`src/hdl/rmse_pkg.sv`:
```
// types, constants and helper functions of the rms emittance accumulator
// depends on nothing
`default_nettype none

package rmse_pkg;

  localparam int FRAC          = 20;
  localparam int MAX_PARTICLES = 1048576;
  localparam int CNT_W         = $clog2(MAX_PARTICLES + 1);
  localparam int NSUM          = 15;
  localparam int NTERM         = 5;
  localparam int NAXIS         = 3;
  localparam int SUM_IDX_W     = $clog2(NSUM);

  // per-axis moment terms, also the index of the matching mean
  localparam logic [2:0] TERM_Q  = 3'd0;
  localparam logic [2:0] TERM_QQ = 3'd1;
  localparam logic [2:0] TERM_V  = 3'd2;
  localparam logic [2:0] TERM_VV = 3'd3;
  localparam logic [2:0] TERM_QV = 3'd4;

  // final multiply steps
  localparam logic [2:0] FM_QQ  = 3'd0;
  localparam logic [2:0] FM_VV  = 3'd1;
  localparam logic [2:0] FM_QV  = 3'd2;
  localparam logic [2:0] FM_DET = 3'd3;
  localparam logic [2:0] FM_CC  = 3'd4;

  // final root steps
  localparam logic [2:0] SQ_SIG = 3'd0;
  localparam logic [2:0] SQ_EMI = 3'd1;

  localparam logic [1:0] LAST_AXIS = 2'(NAXIS - 1);

  localparam logic [63:0] G2_INIT = 64'd1 << (2 * FRAC);
  localparam logic [63:0] SQ_LIM  = 64'hFFFF_FFFF_FFFF_FFFF >> FRAC;
  localparam logic [63:0] C_LIM   = 64'h0000_0000_FFFF_FFFF;

  typedef struct packed {
    logic signed [31:0] pos_x;
    logic signed [31:0] pos_y;
    logic signed [31:0] pos_z;
    logic signed [31:0] mom_x;
    logic signed [31:0] mom_y;
    logic signed [31:0] mom_z;
    logic               is_lost;
    logic               last_item;
  } rmse_in_t;

  typedef struct packed {
    logic [20:0]        alive_count;
    logic [20:0]        total_count;
    logic signed [31:0] mean_z;
    logic [30:0]        sigma_x;
    logic [30:0]        emit_x;
    logic [30:0]        sigma_y;
    logic [30:0]        emit_y;
    logic [30:0]        sigma_z;
    logic [30:0]        emit_z;
    logic               none_alive;
  } rmse_out_t;

  typedef enum logic [4:0] {
    S_IDLE,
    S_GMUL,
    S_GWAIT,
    S_GSQRT,
    S_GSWAIT,
    S_VDIV,
    S_VWAIT,
    S_TERM,
    S_TWAIT,
    S_END,
    S_FDIV,
    S_FDWAIT,
    S_FMUL,
    S_FMWAIT,
    S_FSQ,
    S_FSWAIT,
    S_DONE
  } rmse_state_e;

  function automatic logic signed [63:0] sext32(input logic signed [31:0] v);
    return {{32{v[31]}}, v};
  endfunction

  function automatic logic [63:0] mag64(input logic signed [63:0] v);
    return v[63] ? 64'(-v) : 64'(v);
  endfunction

  function automatic logic signed [63:0] sat_add(input logic signed [63:0] a,
                                                 input logic signed [63:0] b);
    logic signed [63:0] s;
    s = a + b;
    if ((a[63] == b[63]) && (s[63] != a[63])) begin
      s = b[63] ? {1'b1, 63'd0} : {1'b0, {63{1'b1}}};
    end
    return s;
  endfunction

  function automatic logic signed [63:0] clamp_mean(input logic [2:0] k,
                                                    input logic signed [63:0] v);
    logic signed [63:0] lo;
    logic signed [63:0] hi;
    lo = 64'sd0;
    hi = 64'sd0;
    unique case (k)
      TERM_Q: begin
        lo = -(64'sd1 <<< 31);
        hi = (64'sd1 <<< 31) - 64'sd1;
      end
      TERM_QQ: begin
        lo = 64'sd0;
        hi = 64'sd1 <<< (62 - FRAC);
      end
      TERM_V: begin
        lo = -(64'sd1 <<< FRAC);
        hi = 64'sd1 <<< FRAC;
      end
      TERM_VV: begin
        lo = 64'sd0;
        hi = 64'sd1 <<< FRAC;
      end
      default: begin
        lo = -(64'sd1 <<< 31);
        hi = 64'sd1 <<< 31;
      end
    endcase
    return (v < lo) ? lo : ((v > hi) ? hi : v);
  endfunction

  function automatic logic [63:0] sqrt_arg(input logic [63:0] m);
    return ((m > SQ_LIM) ? SQ_LIM : m) << FRAC;
  endfunction

  function automatic logic [30:0] sat31(input logic [31:0] r);
    return r[31] ? {31{1'b1}} : r[30:0];
  endfunction

endpackage

`default_nettype wire

```
`src/hdl/rmse_div.sv`:
```
// iterative unsigned divider, 64 bit dividend by 32 bit divisor, two bits a cycle
// depends on rmse_pkg
`default_nettype none

module rmse_div
  import rmse_pkg::*;
(
  input  logic        clk_i,
  input  logic        rst_ni,
  input  logic        start_i,
  input  logic [63:0] num_i,
  input  logic [31:0] den_i,
  output logic        done_o,
  output logic [63:0] quo_o
);

  logic [63:0] quo_q;
  logic [31:0] rem_q;
  logic [31:0] den_q;
  logic [4:0]  cnt_q;
  logic        busy_q;
  logic        done_q;

  logic [32:0] r1, r2, s1, s2;
  logic        ge1, ge2;
  logic [63:0] q1, q2;

  always_comb begin
    r1  = {rem_q, quo_q[63]};
    ge1 = r1 >= {1'b0, den_q};
    s1  = ge1 ? (r1 - {1'b0, den_q}) : r1;
    q1  = {quo_q[62:0], ge1};
    r2  = {s1[31:0], q1[63]};
    ge2 = r2 >= {1'b0, den_q};
    s2  = ge2 ? (r2 - {1'b0, den_q}) : r2;
    q2  = {q1[62:0], ge2};
  end

  always_ff @(posedge clk_i or negedge rst_ni) begin
    if (!rst_ni) begin
      busy_q <= 1'b0;
      done_q <= 1'b0;
      cnt_q  <= '0;
    end else if (start_i) begin
      busy_q <= 1'b1;
      done_q <= 1'b0;
      cnt_q  <= '0;
    end else if (busy_q) begin
      cnt_q <= cnt_q + 5'd1;
      if (cnt_q == 5'd31) begin
        busy_q <= 1'b0;
        done_q <= 1'b1;
      end
    end else begin
      done_q <= 1'b0;
    end
  end

  always_ff @(posedge clk_i) begin
    if (start_i) begin
      quo_q <= num_i;
      rem_q <= '0;
      den_q <= den_i;
    end else if (busy_q) begin
      quo_q <= q2;
      rem_q <= s2[31:0];
    end
  end

  assign done_o = done_q;
  assign quo_o  = quo_q;

endmodule

`default_nettype wire

```
`config.mk`:
```
export PLATFORM = sky130hd
export DESIGN_NAME = rmse_div
export DESIGN_NICKNAME = d
export VERILOG_FILES = /design/src/hdl/rmse_pkg.sv /design/src/hdl/rmse_div.sv
export SDC_FILE = /design/constraint.sdc
export NUM_CORES = 1
export LEC_CHECK = 0
export BUFFER_PORTS_ARGS = -buffer_cell sky130_fd_sc_hd__buf_2
export CELL_PAD_IN_SITES_DETAIL_PLACEMENT = 0
export CELL_PAD_IN_SITES_GLOBAL_PLACEMENT = 2
export CORE_UTILIZATION = 36
export CTS_CLUSTER_SIZE = 16
export DETAILED_ROUTE_END_ITERATION = 10
export PLACE_DENSITY_LB_ADDON = 0.2
export SLEW_MARGIN = 10
export SYNTH_ARGS = -nofsm -noshare
export SYNTH_HDL_FRONTEND = slang
export SYNTH_SLANG_ARGS = --single-unit
```
`constraint.sdc`:
```
create_clock -name clk_i -period 6.1 [get_ports clk_i]
set_input_delay 1.83 -clock clk_i [delete_from_list [all_inputs] [get_ports clk_i]]
set_output_delay 1.83 -clock clk_i [all_outputs]
set_load 0.05 [all_outputs]
```
==> metrics.md <==
| Metric | Value |
|---|---|
| Rows | `slightly below 60` |
| Worst path most repeated cell | `buf_4` |
| Post-DR wirelength/cell | `~19 um` |
| Die height | `163.5 um` |
| Total negative slack | `0 ns` |
| Initial DRC count | `388` |
| Count of different cell masters after synthesis | `78` |
| Mux contribution to synthesized area | `11.17%` |
| First drt pass iteration count | `5` |
| Initial core utilization | `36.95%` |
| Via count | `7,903` |
| Final nets | `~1,300` |
| Synth area leaders | `edfxtp_1 31%, mux2_2 9.8%, ha_1 8.8%, dfxtp_1 6.8%, a21oi_1 3.2%` |
| Worst r2r src | `den_q[1]` |
| Cell family with most CP delay | `compound AO/OA/AOI/OAI gates` |
| Aggregate routed wire length | `about 28,000 um` |
| Post-Syn Area | `between 9000 and 10,000 um^2` |
| Pre-CTS setup slack | `0.1114 ns` |
| Final setup fails | `0` |
| Worst setup path start | `den_q[1]` |
| Worst-path clk slew | `0.07 ns` |
| Clk buf depth | `2` |
| Top FF cell, synth | `edfxtp_1` |
| Worst R2R Setup Slack | `0.41 ns` |
| Period utilization | `93.29%` |
| Post-Synthesis Cells | `932` |
| Adder-Cell Fraction of Synth Area | `9.227%` |
| Syn-to-layout area delta | `21.68%` |
| H-tree levels | `4` |
| Fmax | `about 0.18 GHz` |
| Critical path class | `reg -> reg` |
| First-pass GRT wire length | `44,460 um` |
| Syn_nets | `1,099` |
| Critical Path Start Type | `register` |
| Synth Register Bits | `roughly 140` |
| RSZ-0062 raised after global routing | `no` |
| Buffers on Ports | `around 160` |
| Core Area | `25,400 um^2` |
| Worst Path Max Fanout | `18` |
| Post-route ant nets | `0` |
| Die Span X | `between 150 and 200 um` |
| Static leakage | `0.005057 uW` |
| CTS tree | `done` |
| WP data required | `6.44 ns` |
| WP depth | `21` |
| R2R depth | `21` |
| Die area | `26,720 um^2` |
| Post-synth EDFFs | `96` |
| Simple logic cell fraction of the synthesized area | `12.87%` |
| Mean post-synth cell area | `between 10 and 15 um^2` |
| Combinational family with the most area after synthesis | `compound AO/OA/AOI/OAI gates` |
| Ys async rst share | `5.185%` |
| Share of cells above drive strength 1 | `30.99%` |
| GRT Resource Usage Total | `around 22%` |
| Remaining DRCs | `0` |
| Final core occ | `44.96%` |
| CP Capture Point | `rem_q[28]` |
| Crit path cell chain | `inv_1, ha_1, nor2b_4, o31ai_2, a211oi_2, o32a_2, o21ai_4, buf_4, a21o_4, mux2i_1, fa_1, a21o_1, a221oi_1, a21oi_1, o221ai_1, buf_4, o21ai_0, o41a_1, xor2_1, nand2_1, a311oi_1` |
| Clock Sinks | `135` |
| Final hold vios | `0` |
| Vias in the first global route | `8,071` |
| Status | `finished, final reports clean` |
| Hold WC Path Type | `reg -> reg` |
| Clock skew | `0.01815 ns` |
| Minimum clock period | `5.691 ns` |
| Synth top cells by count | `96 x edfxtp_1, 82 x mux2_2, 76 x nor2_1` |
| Top-count cell post-synth | `edfxtp_1` |
| Post-DP HPWL | `21,120 um` |
| Register area share after synthesis | `between 30 and 40%` |
| Vias per std cell | `5.376` |
| Initial antenna violation count | `3` |
| # fillers | `between 2,000 and 3,000` |
| CP Buf/Inv Count | `3` |
| Crit-path max cell delay | `between 0.4 and 0.5 ns` |
| CP endpoint kind | `register` |
| Reg2reg end | `rem_q[28]` |
| VDD IR max | `~0.00018 V` |
| Root buffer cell | `clkbuf_16` |
| Synthesis Warnings | `0` |
| MaxCap Viol Count | `0` |
| Ports | `roughly 160` |
| Clock Latency Late Sink | `0.43 ns` |
| Synth Area in Compound Gates | `18.48%` |
| Synth area leader | `edfxtp_1` |
| RD Place Congestion | `0.8093` |
| Overflow after GRT | `0` |
| Slew margin rel. | `53.29%` |
| Slowest stage cell on the critical path | `fa_1` |
| Largest net degree at the start of global routing | `52` |
| Cell Pwr Density | `411.1 nW/um^2` |
| Setup slack after layout | `0.4093 ns` |
| Arr. time, crit path | `~6.0 ns` |
| Synth top area share | `30.72%` |
| Worst Max-Slew Pin Slew | `slightly below 0.7 ns` |
| TritonCTS Buffers | `17` |
| Post-synthesis xor/xnor area fraction | `around 4.5%` |
| Max Slew Vio Count | `0` |
-- kinds of logic (layout without fill, tap and decap cells) --
| family | count (synthesis) | in the layout |
|---|---|---|
| AND/OR/NAND/NOR | 256 | 256 |
| AO/OA/AOI/OAI | 237 | 237 |
| flip-flops | 135 | 135 |
| multiplexers | 94 | 94 |
| buffers and inverters | 94 | 301 |
| adder cells (fa/ha/maj) | 68 | 68 |
| XOR/XNOR | 48 | 48 |
| other | 0 | 1 |
-- routing by layer --
| metal | track usage [%] | wire length [um] | vias to the layer above |
|---|---|---|---|
| met3 | 4.876 | 1602 | 31 |
| met1 | 29.53 | 13260 | 3735 |
| met5 | 0 | 27 | - |
| met4 | 6.229 | 498 | 4 |
| li1 | - | - | 3899 |
| met2 | 34.34 | 12480 | 234 |
-- final cells by class --
type,instances,area (um^2),share of cell area [%]
diodes,1,2.502,0.02192
clock buffers,17,425.4,3.726
clock inverters,15,161.4,1.414
inverters,61,229.0,2.005
multi-input cells,703,5306,46.47
flip-flops and latches,135,3700,32.40
well taps,330,412.9,3.616
repair buffers,208,1181,10.34
-- worst min-delay path by stage --
| stage | start | endpoint | slack, ns | cells past startpoint |
|---|---|---|---|---|
| floorplan | rem_q[13] | rem_q[13] | 0.45 | 2 |
| global placement | done_o | done_o | 0.49 | 2 |
| detailed placement | rem_q[13] | rem_q[13] | 0.49 | 2 |
| CTS | rem_q[13] | rem_q[13] | 0.50 | 2 |
| global route | rem_q[17] | rem_q[17] | 0.52 | 2 |
| finish | rem_q[7] | rem_q[7] | 0.51 | 2 |
-- where the power goes --
group	switching [uW]	leakage (uW)	internal, uW
registers	84.9	0.00135	1120
clock network	486	0.000286	581
logic	1420	0.00343	997
-- sequential cells by signal (all words and copies together) (netlist names) --
| signal | flops |
|---|---|
| done_o | 1 |
| den_q | 32 |
| rem_q | 32 |
| busy_q | 1 |
| quo_o | 64 |
| cnt_q | 5 |
-- cells in the final DEF, fill, tap and decap left out, types with 37 or more instances in the layout --
cell / netlist / routed
o21ai_0: 38 / 37
inv_1: 61 / 60
a21oi_1: 60 / 59
edfxtp_1: 96 / 96
ha_1: 66 / 66
nand2_1: 74 / 74
nor2_1: 76 / 76
mux2_2: 82 / 82
buf_4: 2 / 44
buf_2: 2 / 162
-- repair_timing --
item / in CTS / in global routing
resized for setup: 0 / 4
hold buffers: 0 / 0
endpoints found under the setup margin: 0 / 31
setup buffers: 0 / 3
-- through the flow --
stage	instances	cell area [um^2]	total power (uW)	hold WS, ns
final	1470	11420	4694	0.5069
after CTS	1466	11370	4694	0.4996
after global placement	1434	10780	3627	0.4932
after floorplan	932	9384	2965	0.4494
after global routing	1469	11420	4997	0.5204
after detailed placement	1434	10780	3605	0.4895
-- tightest hold or removal path, stage by stage, from the launching register on --
cell and delay (ns):
dfxtp_1 0.34, nand2_1 0.06, o21ai_0 0.06
Power figures use the tool's default switching activity.
