==> config.mk <==
export PLATFORM = sky130hd
export DESIGN_NAME = rmse_mul
export DESIGN_NICKNAME = d
export VERILOG_FILES = /design/src/hdl/rmse_pkg.sv /design/src/hdl/rmse_mul.sv
export SDC_FILE = /design/constraint.sdc
export NUM_CORES = 2
export LEC_CHECK = 0
export BUFFER_PORTS_ARGS = -buffer_cell sky130_fd_sc_hd__clkbuf_2
export CORE_MARGIN = 2
export CORE_UTILIZATION = 40
export CTS_BUF_LIST = sky130_fd_sc_hd__clkbuf_2 sky130_fd_sc_hd__clkbuf_4 sky130_fd_sc_hd__clkbuf_8
export CTS_CLUSTER_DIAMETER = 200
export DETAILED_ROUTE_END_ITERATION = 6
export GPL_TIMING_DRIVEN = 0
export MAX_ROUTING_LAYER = met4
export SYNTH_ARGS = -nofsm -noshare
export SYNTH_HDL_FRONTEND = slang
export SYNTH_SLANG_ARGS = --single-unit
export TNS_END_PERCENT = 10
==> constraint.sdc <==
create_clock -name clk_i -period 10.43 [get_ports clk_i]
set_input_delay 2.6075 -clock clk_i [delete_from_list [all_inputs] [get_ports clk_i]]
set_output_delay 2.6075 -clock clk_i [all_outputs]
set_load 0.005 [all_outputs]
==> src/hdl/rmse_pkg.sv <==
// types, constants and helper functions of the rms emittance accumulator
// depends on nothing
`default_nettype none

package rmse_pkg;

  localparam int FRAC          = 20;
  localparam int MAX_PARTICLES = 1048576;
  localparam int CNT_W         = $clog2(MAX_PARTICLES + 1);
  localparam int NSUM          = 15;
  localparam int NTERM         = 5;
  localparam int NAXIS         = 3;
  localparam int SUM_IDX_W     = $clog2(NSUM);

  // per-axis moment terms, also the index of the matching mean
  localparam logic [2:0] TERM_Q  = 3'd0;
  localparam logic [2:0] TERM_QQ = 3'd1;
  localparam logic [2:0] TERM_V  = 3'd2;
  localparam logic [2:0] TERM_VV = 3'd3;
  localparam logic [2:0] TERM_QV = 3'd4;

  // final multiply steps
  localparam logic [2:0] FM_QQ  = 3'd0;
  localparam logic [2:0] FM_VV  = 3'd1;
  localparam logic [2:0] FM_QV  = 3'd2;
  localparam logic [2:0] FM_DET = 3'd3;
  localparam logic [2:0] FM_CC  = 3'd4;

  // final root steps
  localparam logic [2:0] SQ_SIG = 3'd0;
  localparam logic [2:0] SQ_EMI = 3'd1;

  localparam logic [1:0] LAST_AXIS = 2'(NAXIS - 1);

  localparam logic [63:0] G2_INIT = 64'd1 << (2 * FRAC);
  localparam logic [63:0] SQ_LIM  = 64'hFFFF_FFFF_FFFF_FFFF >> FRAC;
  localparam logic [63:0] C_LIM   = 64'h0000_0000_FFFF_FFFF;

  typedef struct packed {
    logic signed [31:0] pos_x;
    logic signed [31:0] pos_y;
    logic signed [31:0] pos_z;
    logic signed [31:0] mom_x;
    logic signed [31:0] mom_y;
    logic signed [31:0] mom_z;
    logic               is_lost;
    logic               last_item;
  } rmse_in_t;

  typedef struct packed {
    logic [20:0]        alive_count;
    logic [20:0]        total_count;
    logic signed [31:0] mean_z;
    logic [30:0]        sigma_x;
    logic [30:0]        emit_x;
    logic [30:0]        sigma_y;
    logic [30:0]        emit_y;
    logic [30:0]        sigma_z;
    logic [30:0]        emit_z;
    logic               none_alive;
  } rmse_out_t;

  typedef enum logic [4:0] {
    S_IDLE,
    S_GMUL,
    S_GWAIT,
    S_GSQRT,
    S_GSWAIT,
    S_VDIV,
    S_VWAIT,
    S_TERM,
    S_TWAIT,
    S_END,
    S_FDIV,
    S_FDWAIT,
    S_FMUL,
    S_FMWAIT,
    S_FSQ,
    S_FSWAIT,
    S_DONE
  } rmse_state_e;

  function automatic logic signed [63:0] sext32(input logic signed [31:0] v);
    return {{32{v[31]}}, v};
  endfunction

  function automatic logic [63:0] mag64(input logic signed [63:0] v);
    return v[63] ? 64'(-v) : 64'(v);
  endfunction

  function automatic logic signed [63:0] sat_add(input logic signed [63:0] a,
                                                 input logic signed [63:0] b);
    logic signed [63:0] s;
    s = a + b;
    if ((a[63] == b[63]) && (s[63] != a[63])) begin
      s = b[63] ? {1'b1, 63'd0} : {1'b0, {63{1'b1}}};
    end
    return s;
  endfunction

  function automatic logic signed [63:0] clamp_mean(input logic [2:0] k,
                                                    input logic signed [63:0] v);
    logic signed [63:0] lo;
    logic signed [63:0] hi;
    lo = 64'sd0;
    hi = 64'sd0;
    unique case (k)
      TERM_Q: begin
        lo = -(64'sd1 <<< 31);
        hi = (64'sd1 <<< 31) - 64'sd1;
      end
      TERM_QQ: begin
        lo = 64'sd0;
        hi = 64'sd1 <<< (62 - FRAC);
      end
      TERM_V: begin
        lo = -(64'sd1 <<< FRAC);
        hi = 64'sd1 <<< FRAC;
      end
      TERM_VV: begin
        lo = 64'sd0;
        hi = 64'sd1 <<< FRAC;
      end
      default: begin
        lo = -(64'sd1 <<< 31);
        hi = 64'sd1 <<< 31;
      end
    endcase
    return (v < lo) ? lo : ((v > hi) ? hi : v);
  endfunction

  function automatic logic [63:0] sqrt_arg(input logic [63:0] m);
    return ((m > SQ_LIM) ? SQ_LIM : m) << FRAC;
  endfunction

  function automatic logic [30:0] sat31(input logic [31:0] r);
    return r[31] ? {31{1'b1}} : r[30:0];
  endfunction

endpackage

`default_nettype wire

==> src/hdl/rmse_mul.sv <==
// shared 64 by 32 bit unsigned multiplier, two 32x32 partial products
// depends on rmse_pkg
`default_nettype none

module rmse_mul
  import rmse_pkg::*;
(
  input  logic        clk_i,
  input  logic        rst_ni,
  input  logic        start_i,
  input  logic [63:0] a_i,
  input  logic [31:0] b_i,
  output logic        done_o,
  output logic [63:0] p_o
);

  logic [63:0] a_q;
  logic [31:0] b_q;
  logic [63:0] acc_q;
  logic        busy_q;
  logic        hi_q;
  logic        done_q;
  logic [63:0] part;

  assign part = (hi_q ? a_q[63:32] : a_q[31:0]) * b_q;

  always_ff @(posedge clk_i or negedge rst_ni) begin
    if (!rst_ni) begin
      busy_q <= 1'b0;
      hi_q   <= 1'b0;
      done_q <= 1'b0;
    end else if (start_i) begin
      busy_q <= 1'b1;
      hi_q   <= 1'b0;
      done_q <= 1'b0;
    end else if (busy_q) begin
      if (!hi_q) begin
        hi_q <= 1'b1;
      end else begin
        busy_q <= 1'b0;
        done_q <= 1'b1;
      end
    end else begin
      done_q <= 1'b0;
    end
  end

  always_ff @(posedge clk_i) begin
    if (start_i) begin
      a_q <= a_i;
      b_q <= b_i;
    end else if (busy_q) begin
      if (!hi_q) begin
        acc_q <= part;
      end else begin
        acc_q <= acc_q + {part[31:0], 32'd0};
      end
    end
  end

  assign done_o = done_q;
  assign p_o    = acc_q;

endmodule

`default_nettype wire

==> tab_implementation.tex <==
\begin{tabular}{lr}
\hline
Metric & Value \\
\hline
\multicolumn{2}{l}{\textbf{Timing}} \\
Post-route clock period utilization & 0.9886 \\
Final number of max-transition violations & 0 \\
Setup-failing EPs final & 0 \\
Post-route minimum period & 10.31 ns \\
Final Hold Slack & 0.5218 ns \\
Clock tree skew after final layout & 0.04831 ns \\
Hold violation total from the final report & 0 \\
Worst slew margin & 0.09261 \\
Highest clock frequency the design can meet & 0.09699 GHz \\
Worst slew pin tran & 1.361 ns \\
\multicolumn{2}{l}{\textbf{Yosys}} \\
Sequential cell area fraction in the yosys report & 0.1212 \\
EDFF count, synth & 160 \\
Synth Net Count & 5518 \\
Post-synth top flop & sky130\_fd\_sc\_hd\_\_edfxtp\_1 \\
Mapped Cells & 4226 \\
Synth cell types & 79 \\
Average size of a mapped cell & 9.526 sq um \\
Synthesized cell area & 40260 sq um \\
Number of warnings reported in the yosys synthesis log & 0 \\
Fraction of registers with async set/reset & 0.01840 \\
Post-synthesis register bit count & 163 \\
\multicolumn{2}{l}{\textbf{Critical path}} \\
Crit path max fanout & 10 \\
CP top delay family & adder cells \\
Largest incremental delay on the critical path & 0.71 ns \\
Endpoint kind of the worst setup timing path & register \\
Total buffers and inverters traversed by the critical path & 8 \\
Critical path's most frequent cell & sky130\_fd\_sc\_hd\_\_fa\_1 \\
Highest-delay cell along the critical path & sky130\_fd\_sc\_hd\_\_clkbuf\_1 \\
Worst setup path class & reg -> reg \\
Arrival time of the worst setup path & 10.61 ns \\
Data required time at the worst endpoint & 10.73 ns \\
Critical path startpoint category & register \\
\multicolumn{2}{l}{\textbf{Detailed routing}} \\
Count of vias placed by the detailed router & 30583 \\
Total DRC errors in the routed layout & 0 \\
Average wire per standard cell & 24.72 um \\
Length of the first detailed-routing pass in iterations & 5 \\
Count of routing violations after the opening detailed-route iteration & 2655 \\
Wire length reported by the detailed router & 141600 um \\
Detail-routed via count per cell & 5.340 \\
Number of routed nets with antenna violations & 0 \\
\multicolumn{2}{l}{\textbf{Cells and area}} \\
Fill cells & 9764 \\
Synthesis-to-finish area growth & 7.950\% \\
Layout cell share with drive strength beyond 1 & 0.07188 \\
Count of nets after finishing & 5703 \\
Post-route non-filler standard cell count & 5727 \\
Share of the core filled with cells & 0.4346 \\
\multicolumn{2}{l}{\textbf{Status}} \\
Run status & complete, no violations \\
\multicolumn{2}{l}{\textbf{Floorplanning}} \\
Die Area & 103200 sq um \\
Core area & 100000 sq um \\
Total number of placement rows & 116 \\
Starting density of the core & 0.4026 \\
Die X & 321.2 um \\
Ports & 164 \\
Floorplan die height & 321.2 um \\
\multicolumn{2}{l}{\textbf{Clock tree}} \\
CTS buffer count & 17 \\
Root Buffer Master & sky130\_fd\_sc\_hd\_\_clkbuf\_8 \\
Maximum number of buffers from clock root to sink & 2 \\
TritonCTS clock tree & done \\
Reg clk slew, reported paths & 0.11 ns \\
CTS H-tree depth & 4 \\
TritonCTS sink count & 163 \\
Clk Latency, worst-skew pair & 0.61 ns \\
Hold buffer count at cts & 0 \\
\multicolumn{2}{l}{\textbf{Placement}} \\
Number of instances in the placed design & 5688 \\
Port buffer count & 163 \\
Final estimated routing congestion in global placement & 1.022 \\
Half-perimeter wire length after detailed placement & 119200 um \\
\multicolumn{2}{l}{\textbf{GRT}} \\
Number of antenna violations at the first check in global routing & 7 \\
Global-route wire length before repair & 210900 um \\
Aggregate global-route resource usage & 0.2913 \\
Total global routing overflow & 0 \\
Maximum number of pins on one net before global-route repair & 100 \\
Vias in the first global route & 31786 \\
\multicolumn{2}{l}{\textbf{Run}} \\
Max Cap Violations & 0 \\
\multicolumn{2}{l}{\textbf{Min path}} \\
Kind of path behind the tightest hold check & reg -> reg \\
\hline
\end{tabular}
==> per-layer routing <==
layer / vias up / wire length [um] / track usage / part of all wire
met5: - / 0 / - / 0
met3: 268 / 12770 / 0.05081 / 0.090
li1: 13076 / - / - / -
met1: 15914 / 59090 / 0.3971 / 0.42
met4: 0 / 7180 / 0.1199 / 0.051
met2: 1325 / 62530 / 0.4308 / 0.44
==> area by class of cell <==
type	count	area, sq um	share of cell area
clock inverter	15	188.9	0.004347
antenna	5	12.51	0.0002879
buffer	229	952.2	0.02191
clock buffer	17	234.0	0.005384
sequential	163	4883	0.1124
multi-input combinational	2954	31380	0.7220
inverter	876	3288	0.07566
tap	1298	1624	0.03737
timing repair buffer	170	897.1	0.02064
==> worst register-to-register path: cells and delay by family, from the launching register on <==
kind | cells | cell delay, ns
flip-flops | 1 | 0.62
XOR/XNOR | 1 | 0.24
multiplexers | 1 | 0.48
AO/OA/AOI/OAI | 5 | 1.43
AND/OR/NAND/NOR | 4 | 1.09
buffers and inverters | 8 | 1.67
adder cells (fa/ha/maj) | 9 | 4.51
==> final timing paths <==
check | start | to | slack (ns) | depth (start not counted)
worst min-delay path | busy_q$_DFF_PN0_ | hi_q$_DFFE_PN0P_ | 0.52 | 2
min in group asynchronous | rst_ni | hi_q$_DFFE_PN0P_ | 1.80 | 1
worst max-delay path | hi_q$_DFFE_PN0P_ | p_o[59]$_DFFE_PP_ | 0.12 | 28
worst max register to register | hi_q$_DFFE_PN0P_ | p_o[59]$_DFFE_PP_ | 0.12 | 28
max in group asynchronous | rst_ni | hi_q$_DFFE_PN0P_ | 8.50 | 1
worst min register to register | busy_q$_DFF_PN0_ | hi_q$_DFFE_PN0P_ | 0.52 | 2
==> state kept, by name, summed over array words and instances (netlist names) <==
register / cells
a_q: 64
b_q: 32
busy_q: 1
done_o: 1
hi_q: 1
p_o: 64
==> cell usage after synthesis (13+ instances only) <==
master,count,area (sq um)
sky130_fd_sc_hd__fa_1,897,17960
sky130_fd_sc_hd__inv_1,875,3284
sky130_fd_sc_hd__nand2_1,736,2763
sky130_fd_sc_hd__and2_1,399,2496
sky130_fd_sc_hd__ha_1,296,3704
sky130_fd_sc_hd__clkbuf_1,228,855.8
sky130_fd_sc_hd__edfxtp_1,160,4805
sky130_fd_sc_hd__a21oi_1,100,500.5
sky130_fd_sc_hd__nor2_1,61,229.0
sky130_fd_sc_hd__a21o_1,60,450.4
sky130_fd_sc_hd__o21ai_0,57,285.3
sky130_fd_sc_hd__xnor2_1,44,385.4
sky130_fd_sc_hd__xor2_1,36,315.3
sky130_fd_sc_hd__mux2_2,34,382.9
sky130_fd_sc_hd__nand3_1,19,95.09
sky130_fd_sc_hd__and3_1,16,100.1
sky130_fd_sc_hd__nand4_1,16,100.1
sky130_fd_sc_hd__a211oi_1,15,112.6
sky130_fd_sc_hd__o21bai_1,14,105.1
sky130_fd_sc_hd__a31oi_1,13,81.33
sky130_fd_sc_hd__nor2b_1,13,81.33
sky130_fd_sc_hd__o21a_1,13,97.59
==> logic make-up after synthesis <==
group | share of synthesized area
buf+inv | 0.1036
flops | 0.1212
xor+xnor | 0.01796
simple gates | 0.1525
compound gates | 0.05560
fa+ha+maj | 0.5381
mux | 0.01100
==> metrics by stage <==
step,setup TNS (ns),setup slack [ns],cell area [sq um]
3_5_place_dp,-27.44,-2.011,42740
2_1_floorplan,0,1.257,40260
4_1_cts,0,0.008260,43300
3_3_place_gp,-50.16,-2.572,42700
5_1_grt,-0.01478,-0.01478,43450
6_report,0,0.1192,43460
==> placed cells by master, fill, tap and decap left out, types with 99 or more instances in the layout <==
master / instances
sky130_fd_sc_hd__nand2_1: 736
sky130_fd_sc_hd__ha_1: 294
sky130_fd_sc_hd__inv_1: 875
sky130_fd_sc_hd__clkbuf_2: 192
sky130_fd_sc_hd__clkbuf_1: 182
sky130_fd_sc_hd__fa_1: 897
sky130_fd_sc_hd__a21oi_1: 99
sky130_fd_sc_hd__and2_1: 399
sky130_fd_sc_hd__edfxtp_1: 160
==> timing repair <==
action | in CTS | in global routing
resized for setup | 50 | 59
endpoints found under the setup margin | 37 | 9
setup buffers | 2 | 4
pin swaps | 0 | 3
Power is not shown: default switching activity piles up to over one toggle a cycle in this logic, so the estimate is an artifact.
