--- config.mk ---
export PLATFORM = sky130hd
export DESIGN_NAME = rmse_isqrt
export DESIGN_NICKNAME = d
export VERILOG_FILES = /design/src/hdl/rmse_pkg.sv /design/src/hdl/rmse_isqrt.sv
export SDC_FILE = /design/constraint.sdc
export NUM_CORES = 1
export LEC_CHECK = 0
export BUFFER_PORTS_ARGS = -buffer_cell sky130_fd_sc_hd__buf_2
export CORE_MARGIN = 2
export CORE_UTILIZATION = 58
export DETAILED_ROUTE_END_ITERATION = 12
export PLACE_DENSITY_LB_ADDON = 0.1
export SYNTH_ARGS = -nofsm -noshare
export SYNTH_HDL_FRONTEND = slang
export SYNTH_SLANG_ARGS = --single-unit
--- constraint.sdc ---
create_clock -name clk_i -period 3.9 [get_ports clk_i]
set_clock_uncertainty 0.05 [all_clocks]
set_input_delay 0.39 -clock clk_i [delete_from_list [all_inputs] [get_ports clk_i]]
set_output_delay 0.39 -clock clk_i [all_outputs]
set_load 0.01 [all_outputs]
--- src/hdl/rmse_pkg.sv ---
// types, constants and helper functions of the rms emittance accumulator
// depends on nothing
`default_nettype none

package rmse_pkg;

  localparam int FRAC          = 20;
  localparam int MAX_PARTICLES = 1048576;
  localparam int CNT_W         = $clog2(MAX_PARTICLES + 1);
  localparam int NSUM          = 15;
  localparam int NTERM         = 5;
  localparam int NAXIS         = 3;
  localparam int SUM_IDX_W     = $clog2(NSUM);

  // per-axis moment terms, also the index of the matching mean
  localparam logic [2:0] TERM_Q  = 3'd0;
  localparam logic [2:0] TERM_QQ = 3'd1;
  localparam logic [2:0] TERM_V  = 3'd2;
  localparam logic [2:0] TERM_VV = 3'd3;
  localparam logic [2:0] TERM_QV = 3'd4;

  // final multiply steps
  localparam logic [2:0] FM_QQ  = 3'd0;
  localparam logic [2:0] FM_VV  = 3'd1;
  localparam logic [2:0] FM_QV  = 3'd2;
  localparam logic [2:0] FM_DET = 3'd3;
  localparam logic [2:0] FM_CC  = 3'd4;

  // final root steps
  localparam logic [2:0] SQ_SIG = 3'd0;
  localparam logic [2:0] SQ_EMI = 3'd1;

  localparam logic [1:0] LAST_AXIS = 2'(NAXIS - 1);

  localparam logic [63:0] G2_INIT = 64'd1 << (2 * FRAC);
  localparam logic [63:0] SQ_LIM  = 64'hFFFF_FFFF_FFFF_FFFF >> FRAC;
  localparam logic [63:0] C_LIM   = 64'h0000_0000_FFFF_FFFF;

  typedef struct packed {
    logic signed [31:0] pos_x;
    logic signed [31:0] pos_y;
    logic signed [31:0] pos_z;
    logic signed [31:0] mom_x;
    logic signed [31:0] mom_y;
    logic signed [31:0] mom_z;
    logic               is_lost;
    logic               last_item;
  } rmse_in_t;

  typedef struct packed {
    logic [20:0]        alive_count;
    logic [20:0]        total_count;
    logic signed [31:0] mean_z;
    logic [30:0]        sigma_x;
    logic [30:0]        emit_x;
    logic [30:0]        sigma_y;
    logic [30:0]        emit_y;
    logic [30:0]        sigma_z;
    logic [30:0]        emit_z;
    logic               none_alive;
  } rmse_out_t;

  typedef enum logic [4:0] {
    S_IDLE,
    S_GMUL,
    S_GWAIT,
    S_GSQRT,
    S_GSWAIT,
    S_VDIV,
    S_VWAIT,
    S_TERM,
    S_TWAIT,
    S_END,
    S_FDIV,
    S_FDWAIT,
    S_FMUL,
    S_FMWAIT,
    S_FSQ,
    S_FSWAIT,
    S_DONE
  } rmse_state_e;

  function automatic logic signed [63:0] sext32(input logic signed [31:0] v);
    return {{32{v[31]}}, v};
  endfunction

  function automatic logic [63:0] mag64(input logic signed [63:0] v);
    return v[63] ? 64'(-v) : 64'(v);
  endfunction

  function automatic logic signed [63:0] sat_add(input logic signed [63:0] a,
                                                 input logic signed [63:0] b);
    logic signed [63:0] s;
    s = a + b;
    if ((a[63] == b[63]) && (s[63] != a[63])) begin
      s = b[63] ? {1'b1, 63'd0} : {1'b0, {63{1'b1}}};
    end
    return s;
  endfunction

  function automatic logic signed [63:0] clamp_mean(input logic [2:0] k,
                                                    input logic signed [63:0] v);
    logic signed [63:0] lo;
    logic signed [63:0] hi;
    lo = 64'sd0;
    hi = 64'sd0;
    unique case (k)
      TERM_Q: begin
        lo = -(64'sd1 <<< 31);
        hi = (64'sd1 <<< 31) - 64'sd1;
      end
      TERM_QQ: begin
        lo = 64'sd0;
        hi = 64'sd1 <<< (62 - FRAC);
      end
      TERM_V: begin
        lo = -(64'sd1 <<< FRAC);
        hi = 64'sd1 <<< FRAC;
      end
      TERM_VV: begin
        lo = 64'sd0;
        hi = 64'sd1 <<< FRAC;
      end
      default: begin
        lo = -(64'sd1 <<< 31);
        hi = 64'sd1 <<< 31;
      end
    endcase
    return (v < lo) ? lo : ((v > hi) ? hi : v);
  endfunction

  function automatic logic [63:0] sqrt_arg(input logic [63:0] m);
    return ((m > SQ_LIM) ? SQ_LIM : m) << FRAC;
  endfunction

  function automatic logic [30:0] sat31(input logic [31:0] r);
    return r[31] ? {31{1'b1}} : r[30:0];
  endfunction

endpackage

`default_nettype wire

--- src/hdl/rmse_isqrt.sv ---
// iterative floor square root of a 64 bit word, one root bit a cycle
// depends on rmse_pkg
`default_nettype none

module rmse_isqrt
  import rmse_pkg::*;
(
  input  logic        clk_i,
  input  logic        rst_ni,
  input  logic        start_i,
  input  logic [63:0] rad_i,
  output logic        done_o,
  output logic [31:0] root_o
);

  logic [63:0] rad_q;
  logic [34:0] rem_q;
  logic [31:0] root_q;
  logic [4:0]  cnt_q;
  logic        busy_q;
  logic        done_q;

  logic [34:0] shifted;
  logic [34:0] trial;
  logic        ge;

  always_comb begin
    shifted = {rem_q[32:0], rad_q[63:62]};
    trial   = {1'b0, root_q, 2'b01};
    ge      = shifted >= trial;
  end

  always_ff @(posedge clk_i or negedge rst_ni) begin
    if (!rst_ni) begin
      busy_q <= 1'b0;
      done_q <= 1'b0;
      cnt_q  <= '0;
    end else if (start_i) begin
      busy_q <= 1'b1;
      done_q <= 1'b0;
      cnt_q  <= '0;
    end else if (busy_q) begin
      cnt_q <= cnt_q + 5'd1;
      if (cnt_q == 5'd31) begin
        busy_q <= 1'b0;
        done_q <= 1'b1;
      end
    end else begin
      done_q <= 1'b0;
    end
  end

  always_ff @(posedge clk_i) begin
    if (start_i) begin
      rad_q  <= rad_i;
      rem_q  <= '0;
      root_q <= '0;
    end else if (busy_q) begin
      rad_q  <= {rad_q[61:0], 2'b00};
      rem_q  <= ge ? (shifted - trial) : shifted;
      root_q <= {root_q[30:0], ge};
    end
  end

  assign done_o = done_q;
  assign root_o = root_q;

endmodule

`default_nettype wire

==> results of run 1 <==
-- cells in the mapped netlist, types with 8 or more instances --
master / n / area (um^2)
a21o_1: 15 / 112.6
a21oi_1: 31 / 155.2
a311oi_1: 14 / 122.6
clkbuf_1: 27 / 101.4
dfxtp_1: 65 / 1301
edfxtp_1: 64 / 1922
ha_1: 36 / 450.4
inv_1: 40 / 150.1
mux2_2: 63 / 709.4
mux2i_1: 34 / 340.3
nand2_1: 40 / 150.1
nand3_1: 18 / 90.09
nor2_1: 91 / 341.6
nor3_1: 11 / 55.05
o21ai_0: 28 / 140.1
o21bai_1: 8 / 60.06
xnor2_1: 19 / 166.4
xor2_1: 10 / 87.58
-- logic make-up after synthesis --
logic type / Yosys count / share of synthesized area [%]
simple gates: 200 / 11.89
compound gates: 163 / 15.35
flops: 136 / 45.16
mux: 97 / 13.95
buf+inv: 81 / 4.290
fa+ha+maj: 36 / 5.986
xor+xnor: 29 / 3.375
-- power by group through the flow --
stage          clock network, mW  logic, mW  registers, mW
3_5_place_dp                   0       3.01           1.88
3_3_place_gp                   0       2.98           1.88
2_1_floorplan                  0       2.37           1.84
4_1_cts                     1.60       3.03           1.86
5_1_grt                     1.66       3.40           1.88
6_report                    1.57       3.09           1.86
-- per-layer routing --
layer	vias to the layer above	share of wire [%]	GRT usage [%]	wire length (um)
li1	2909	-	-	-
met1	2777	43	30.97	7231
met2	231	47	40.92	7998
met3	44	7.7	8.236	1311
met4	0	2.4	9.187	410
met5	-	0	0	0
-- state kept, by name, summed over array words and instances (netlist names) --
signal	count
cnt_q	5
root_o	32
rad_q	64
rem_q	33
done_o	1
busy_q	1
-- final timing paths --
path	from	to	slack, ps	cells after the start
min in group asynchronous	rst_ni	cnt_q[0]	290	2
max in group asynchronous	rst_ni	busy_q	3340	2
min reg2reg	rem_q[31]	rem_q[31]	430	2
min	rad_i[1]	rad_q[1]	210	2
max	root_o[12]	rem_q[2]	490	11
max reg2reg	root_o[12]	rem_q[2]	490	11
-- per-stage QoR --
step	cell area, um^2	hold WS, ps	power [mW]
after floorplan	7525	44.41	4.214
after global placement	8175	177.4	4.861
after detailed placement	8175	183.0	4.895
after CTS	8761	191.5	6.492
after global routing	8763	208.1	6.938
final	8763	205.7	6.520
-- area by class of cell --
| type | instances | area (um^2) | share of cell area (%) |
|---|---|---|---|
| clock inverter | 11 | 125.1 | 1.428 |
| inverter | 41 | 153.9 | 1.756 |
| sequential | 136 | 3400 | 38.79 |
| multi-input combinational | 525 | 3814 | 43.52 |
| tap | 172 | 215.2 | 2.456 |
| timing repair buffer | 113 | 605.6 | 6.910 |
| clock buffer | 21 | 450.4 | 5.140 |
-- worst max-delay path, cell delays in order (launching register included) --
cell	delay, ps
dfxtp_1	360
inv_1	60
ha_1	370
a21oi_1	340
o221a_2	250
o21ai_1	50
o21ai_1	180
a21oi_2	120
o211ai_2	260
a21o_1	520
nand2_1	360
a221o_1	380
==> out/results.txt, run 1 <==
Worst EP required = 4160 ps
number of global-route vias before repair = 6,021
cells after synthesis = 742
combinational share of power = 47.3%
Area Overhead vs Synth = 16.46%
Max Buffers Root-to-Sink = 2
WL/cell = 16.63 um
Worst setup EP type = flop
gpl congestion = 0.9368
Seq pwr share = 28.6%
RSZ-0062 raised after global routing = no
Worst Setup Start Kind = flop
Pwr Density = 744.0 nW/um^2
final std cells w/o fill = 1,019
Hold Buf Count CTS = 1
Yosys Warn Count = 0
clock slew at reported path FFs = 60 ps
Routed Antenna Nets = 0
Avg Cell Area, Syn = 10.14 um^2
std cell rows = 41
vias per inst = 5.850
first-pass GRT wire length = 28.48 mm
maxcap violations = 0
ant diodes = 0
Setup Buffers After CTS = 0
Layout Utilization = 69.44%
final setup fails = 0
Slew HR = 36.35%
Detailed Routing Iterations Pass 1 = 5
Chip Height = 117.9 um
Post-synth EDFFs = 64
Crit Path Class = flop to flop
CTS buffer count = 17
most frequent cells in the layout = buf_2 (98), nor2_1 (90), dfxtp_1 (65), edfxtp_1 (64), mux2_2 (63)
max frequency = 0.2929 GHz
Final Max Slew Viols = 0
GRT Util Overall = 25.05%
Distinct cells, synth = 64
Core Region = 12,620 um^2
filler instances = 1,008
via count = 5,961
# DRC = 0
sw frac = 38.76%
post-cts resize count = 0
NetSw = 2.527 mW
largest net degree at the start of global routing = 77
Post-Syn Area = 7525 um^2
syn_nets = 845
layout cell share with drive strength beyond 1 = 25.62%
VDD IR max = 0.3857 mV
clock tree from TritonCTS = built
worst-path fanout max = 15
setup_tns = 0 ps
Primary FF master, synth = dfxtp_1
most common cell after layout, fill and taps aside = buf_2
status = finished clean
Total Wirelength = 16.95 mm
clock network fraction of total power = 24.1%
asr flop ratio synth = 5.147%
Skew-Pair Late Insertion Delay = 420 ps
setup ws final = 485.5 ps
clk root buf = clkbuf_16
HPWL after DPL = 11.62 mm
IO buf count = 99
CTS Sinks = 136
crit share post-route = 87.55%
worst hold path class = input pin to flop
H-tree depth = 4
io pins = 100
post-synthesis sequential area ratio = 45.16%
Iteration-0 DRC Markers = 476
Post-Place Cells = 986
Yosys reg bits = 136
cell-internal power = 3.993 mW
Period minus WS final = 3414 ps
pre-CTS setup slack = 600.5 ps
Die ar. = 13,900 um^2
nets = 937
initial antenna violation count = 0
Die W = 117.9 um
Least-Margin Pin Slew = 953.7 ps
Final Hold Fails = 0
Starting Density = 59.63%
total grt overflow = 0
Pleak = 3.862 nW
Worst EP arrival = 3670 ps
Power figures use the tool's default switching activity.
==> run 2: changes to the inputs <==
- clock period: 3.9 -> 3.4 ns (I/O delays scaled with it)
==> run 2 against run 1 <==
Compared with the run above:
- wire length is 0.50% higher
- largest cell class unchanged
- final cell count is essentially flat
- sequential share of layout area increased by 0.14 points
- critical path depth increased by 1
- sequential power increased by 15%
- cell area decreased by 0.36%
- clock power up 8%
- largest power group unchanged
==> out/results.txt, run 2 (synthesized netlist as in run 1, its figures left out) <==
status = finished clean
clock network fraction of total power = 23.0% (-1.1 points)
Most flops, register = rad_q
Chip Height = 117.9 um (unchanged)
setup_tns = 0 ps (unchanged)
CTS Sinks = 136 (unchanged)
most common cell after layout, fill and taps aside = buf_2
initial antenna violation count = 1 (+1)
Least-Margin Pin Slew = 1013 ps (+59.55 ps)
crit share post-route = 92.40% (+4.8 points)
Layout Utilization = 69.19% (-0.25 points)
CTS buffer count = 17 (unchanged)
Worst Hold Depth = 2 (unchanged)
most frequent cells in the layout = buf_2 (98), nor2_1 (91), dfxtp_1 (65), edfxtp_1 (64), mux2_2 (63)
length in cells of the worst reg-to-reg path = 12 (+1)
Seq pwr share = 28.8% (+0.2 points)
worst-path fanout max = 22 (+7)
met1 Resource Use GR = 31.99% (+1.0 points)
largest stage delay on the critical path = 370 ps (-150 ps)
Pwr Density = 846.8 nW/um^2 (+14%)
largest net degree at the start of global routing = 77 (unchanged)
clock tree from TritonCTS = built
GRT Max-Usage Layer = met2
max frequency = 0.3183 GHz (+8.7%)
Final Max Slew Viols = 0 (unchanged)
sw frac = 39.21% (+0.45 points)
total grt overflow = 0 (unchanged)
Routed Antenna Nets = 0 (unchanged)
number of global-route vias before repair = 5,945 (-1.3%)
Pleak = 3.853 nW (-0.25%)
Period minus WS final = 3142 ps (-272.9 ps)
RSZ-0062 raised after global routing = no
via count = 5,970 (+0.15%)
Die ar. = 13,900 um^2 (unchanged)
Area Overhead vs Synth = 16.05%
GRT Util Overall = 25.54% (+0.49 points)
Critical Path Most Common Cell = a21oi_2
slowest CP cell = o31a_1
WL/cell = 16.73 um (+0.60%)
combinational share of power = 48.2% (+0.9 points)
clock slew at reported path FFs = 60 ps (about the same)
GRT met3 Usage = 6.638% (-1.6 points)
HP Start = rad_i[0]
clk root buf = clkbuf_16
H-tree depth = 4 (unchanged)
maxcap violations = 0 (unchanged)
family with the most delay on the worst path = compound AO/OA/AOI/OAI gates
std cell rows = 41 (unchanged)
GR Util met2 = 41.61% (+0.69 points)
# DRC = 0 (unchanged)
Final Hold Fails = 0 (unchanged)
IO buf count = 99 (unchanged)
Iteration-0 DRC Markers = 460 (-3.4%)
ant diodes = 0 (unchanged)
first-pass GRT wire length = 28.73 mm (+0.87%)
HPWL after DPL = 11.76 mm (+1.2%)
Worst Setup Start Kind = flop
R2R setup slack = 260 ps (-230 ps)
Skew-Pair Late Insertion Delay = 420 ps (about the same)
cell-internal power = 4.495 mW (+13%)
critical path, cell by cell = inv_1 -> ha_1 -> nand2_1 -> o31a_1 -> a211oi_2 -> o21ai_1 -> a21oi_2 -> o211ai_2 -> a21oi_2 -> buf_4 -> o21ai_0 -> a311oi_1
layout cell share with drive strength beyond 1 = 25.06% (-0.56 points)
Total Wirelength = 17.04 mm (+0.50%)
Die W = 117.9 um (unchanged)
Max Buffers Root-to-Sink = 2 (unchanged)
nets = 936 (-0.11%)
Detailed Routing Iterations Pass 1 = 6 (+1)
io pins = 100 (unchanged)
Worst setup EP type = flop
Worst EP arrival = 3400 ps (-270 ps)
VDD IR max = 0.4590 mV (+19%)
max FFs per register = 64 (unchanged)
NetSw = 2.899 mW (+15%)
Slew HR = 32.45% (-3.9 points)
gpl congestion = 0.9020 (-3.7%)
RR Startpoint = root_o[1]
CP Buf/Inv Count = 2 (+1)
Starting Density = 59.63% (unchanged)
vias per inst = 5.864 (+0.25%)
Worst EP required = 3660 ps (-500 ps)
Hold Path Sink = rad_q[0]
Crit Path Class = flop to flop
Worst R2R End = rem_q[14]
Core Region = 12,620 um^2 (unchanged)
worst hold path class = input pin to flop
final setup fails = 0 (unchanged)
run 2: cell types whose count changed in the layout (fill, tap and decap cells not counted), moves of 2 or more:
cell	delta
clkinvlp_4	-2
clkinv_1	+5
buf_4	-2
inv_6	+2
run 2: per-stage QoR:
step | hold slack [ps] | total power, mW | worst slack, ps | std cells | cell area [um^2]
4_1_cts | 139.5 | 7.372 | 267.3 | 1018 | 8726
3_5_place_dp | 133.7 | 5.641 | 290.5 | 985 | 8180
5_1_grt | 150.9 | 7.905 | 52.31 | 1018 | 8732
6_report | 156.4 | 7.394 | 258.4 | 1018 | 8732
2_1_floorplan | -5.591 | 4.834 | 607.0 | 742 | 7525
3_3_place_gp | 127.4 | 5.560 | 350.1 | 985 | 8180
run 2: layout make-up:
class                           instances  area (um^2)
Tap cell                              172        215.2
Sequential cell                       136         3400
Multi-Input combinational cell        525         3817
Fill cell                             969         3887
Clock inverter                         13        102.6
Inverter                               41        153.9
Clock buffer                           19        432.9
Timing Repair Buffer                  112        610.6
run 2: worst max path at each step:
stage / endpoint / slack, ps / from / cells past startpoint
after CTS: rem_q[14] / 270 / root_o[6] / 12
after floorplan: rem_q[30] / 610 / root_o[0] / 11
final: rem_q[14] / 260 / root_o[1] / 12
after global placement: rem_q[25] / 350 / root_o[6] / 12
after detailed placement: rem_q[25] / 290 / root_o[6] / 12
after global routing: rem_q[16] / 50 / root_o[2] / 12
run 2: timing repair:
action / in CTS / in global routing
hold buffers: 1 / 0
endpoints found under the hold margin: 7 / 0
gates resized for setup: 0 / 1
endpoints found under the setup margin: 0 / 2
buffers inserted: 0 / 0
run 2: worst reg2reg max path, cell delays in order, from the launching register on:
cell,delay [ps]
dfxtp_1,360
inv_1,60
ha_1,350
nand2_1,90
o31a_1,370
a211oi_2,350
o21ai_1,150
a21oi_2,250
o211ai_2,150
a21oi_2,200
buf_4,260
o21ai_0,130
a311oi_1,280
run 2: power groups by stage:
| stage | Combinational (mW) | Sequential [mW] | Clock, mW |
|---|---|---|---|
| floorplan | 2.72 | 2.11 | 0 |
| global placement | 3.41 | 2.15 | 0 |
| detailed placement | 3.48 | 2.16 | 0 |
| CTS | 3.52 | 2.13 | 1.73 |
| global route | 3.95 | 2.16 | 1.80 |
| finish | 3.57 | 2.13 | 1.70 |
run 2: routing by layer:
layer	part of all wire, %	up-vias
met5	0.076	-
met4	2.9	2
met3	6.6	42
met2	48	201
met1	42	2815
li1	-	2910
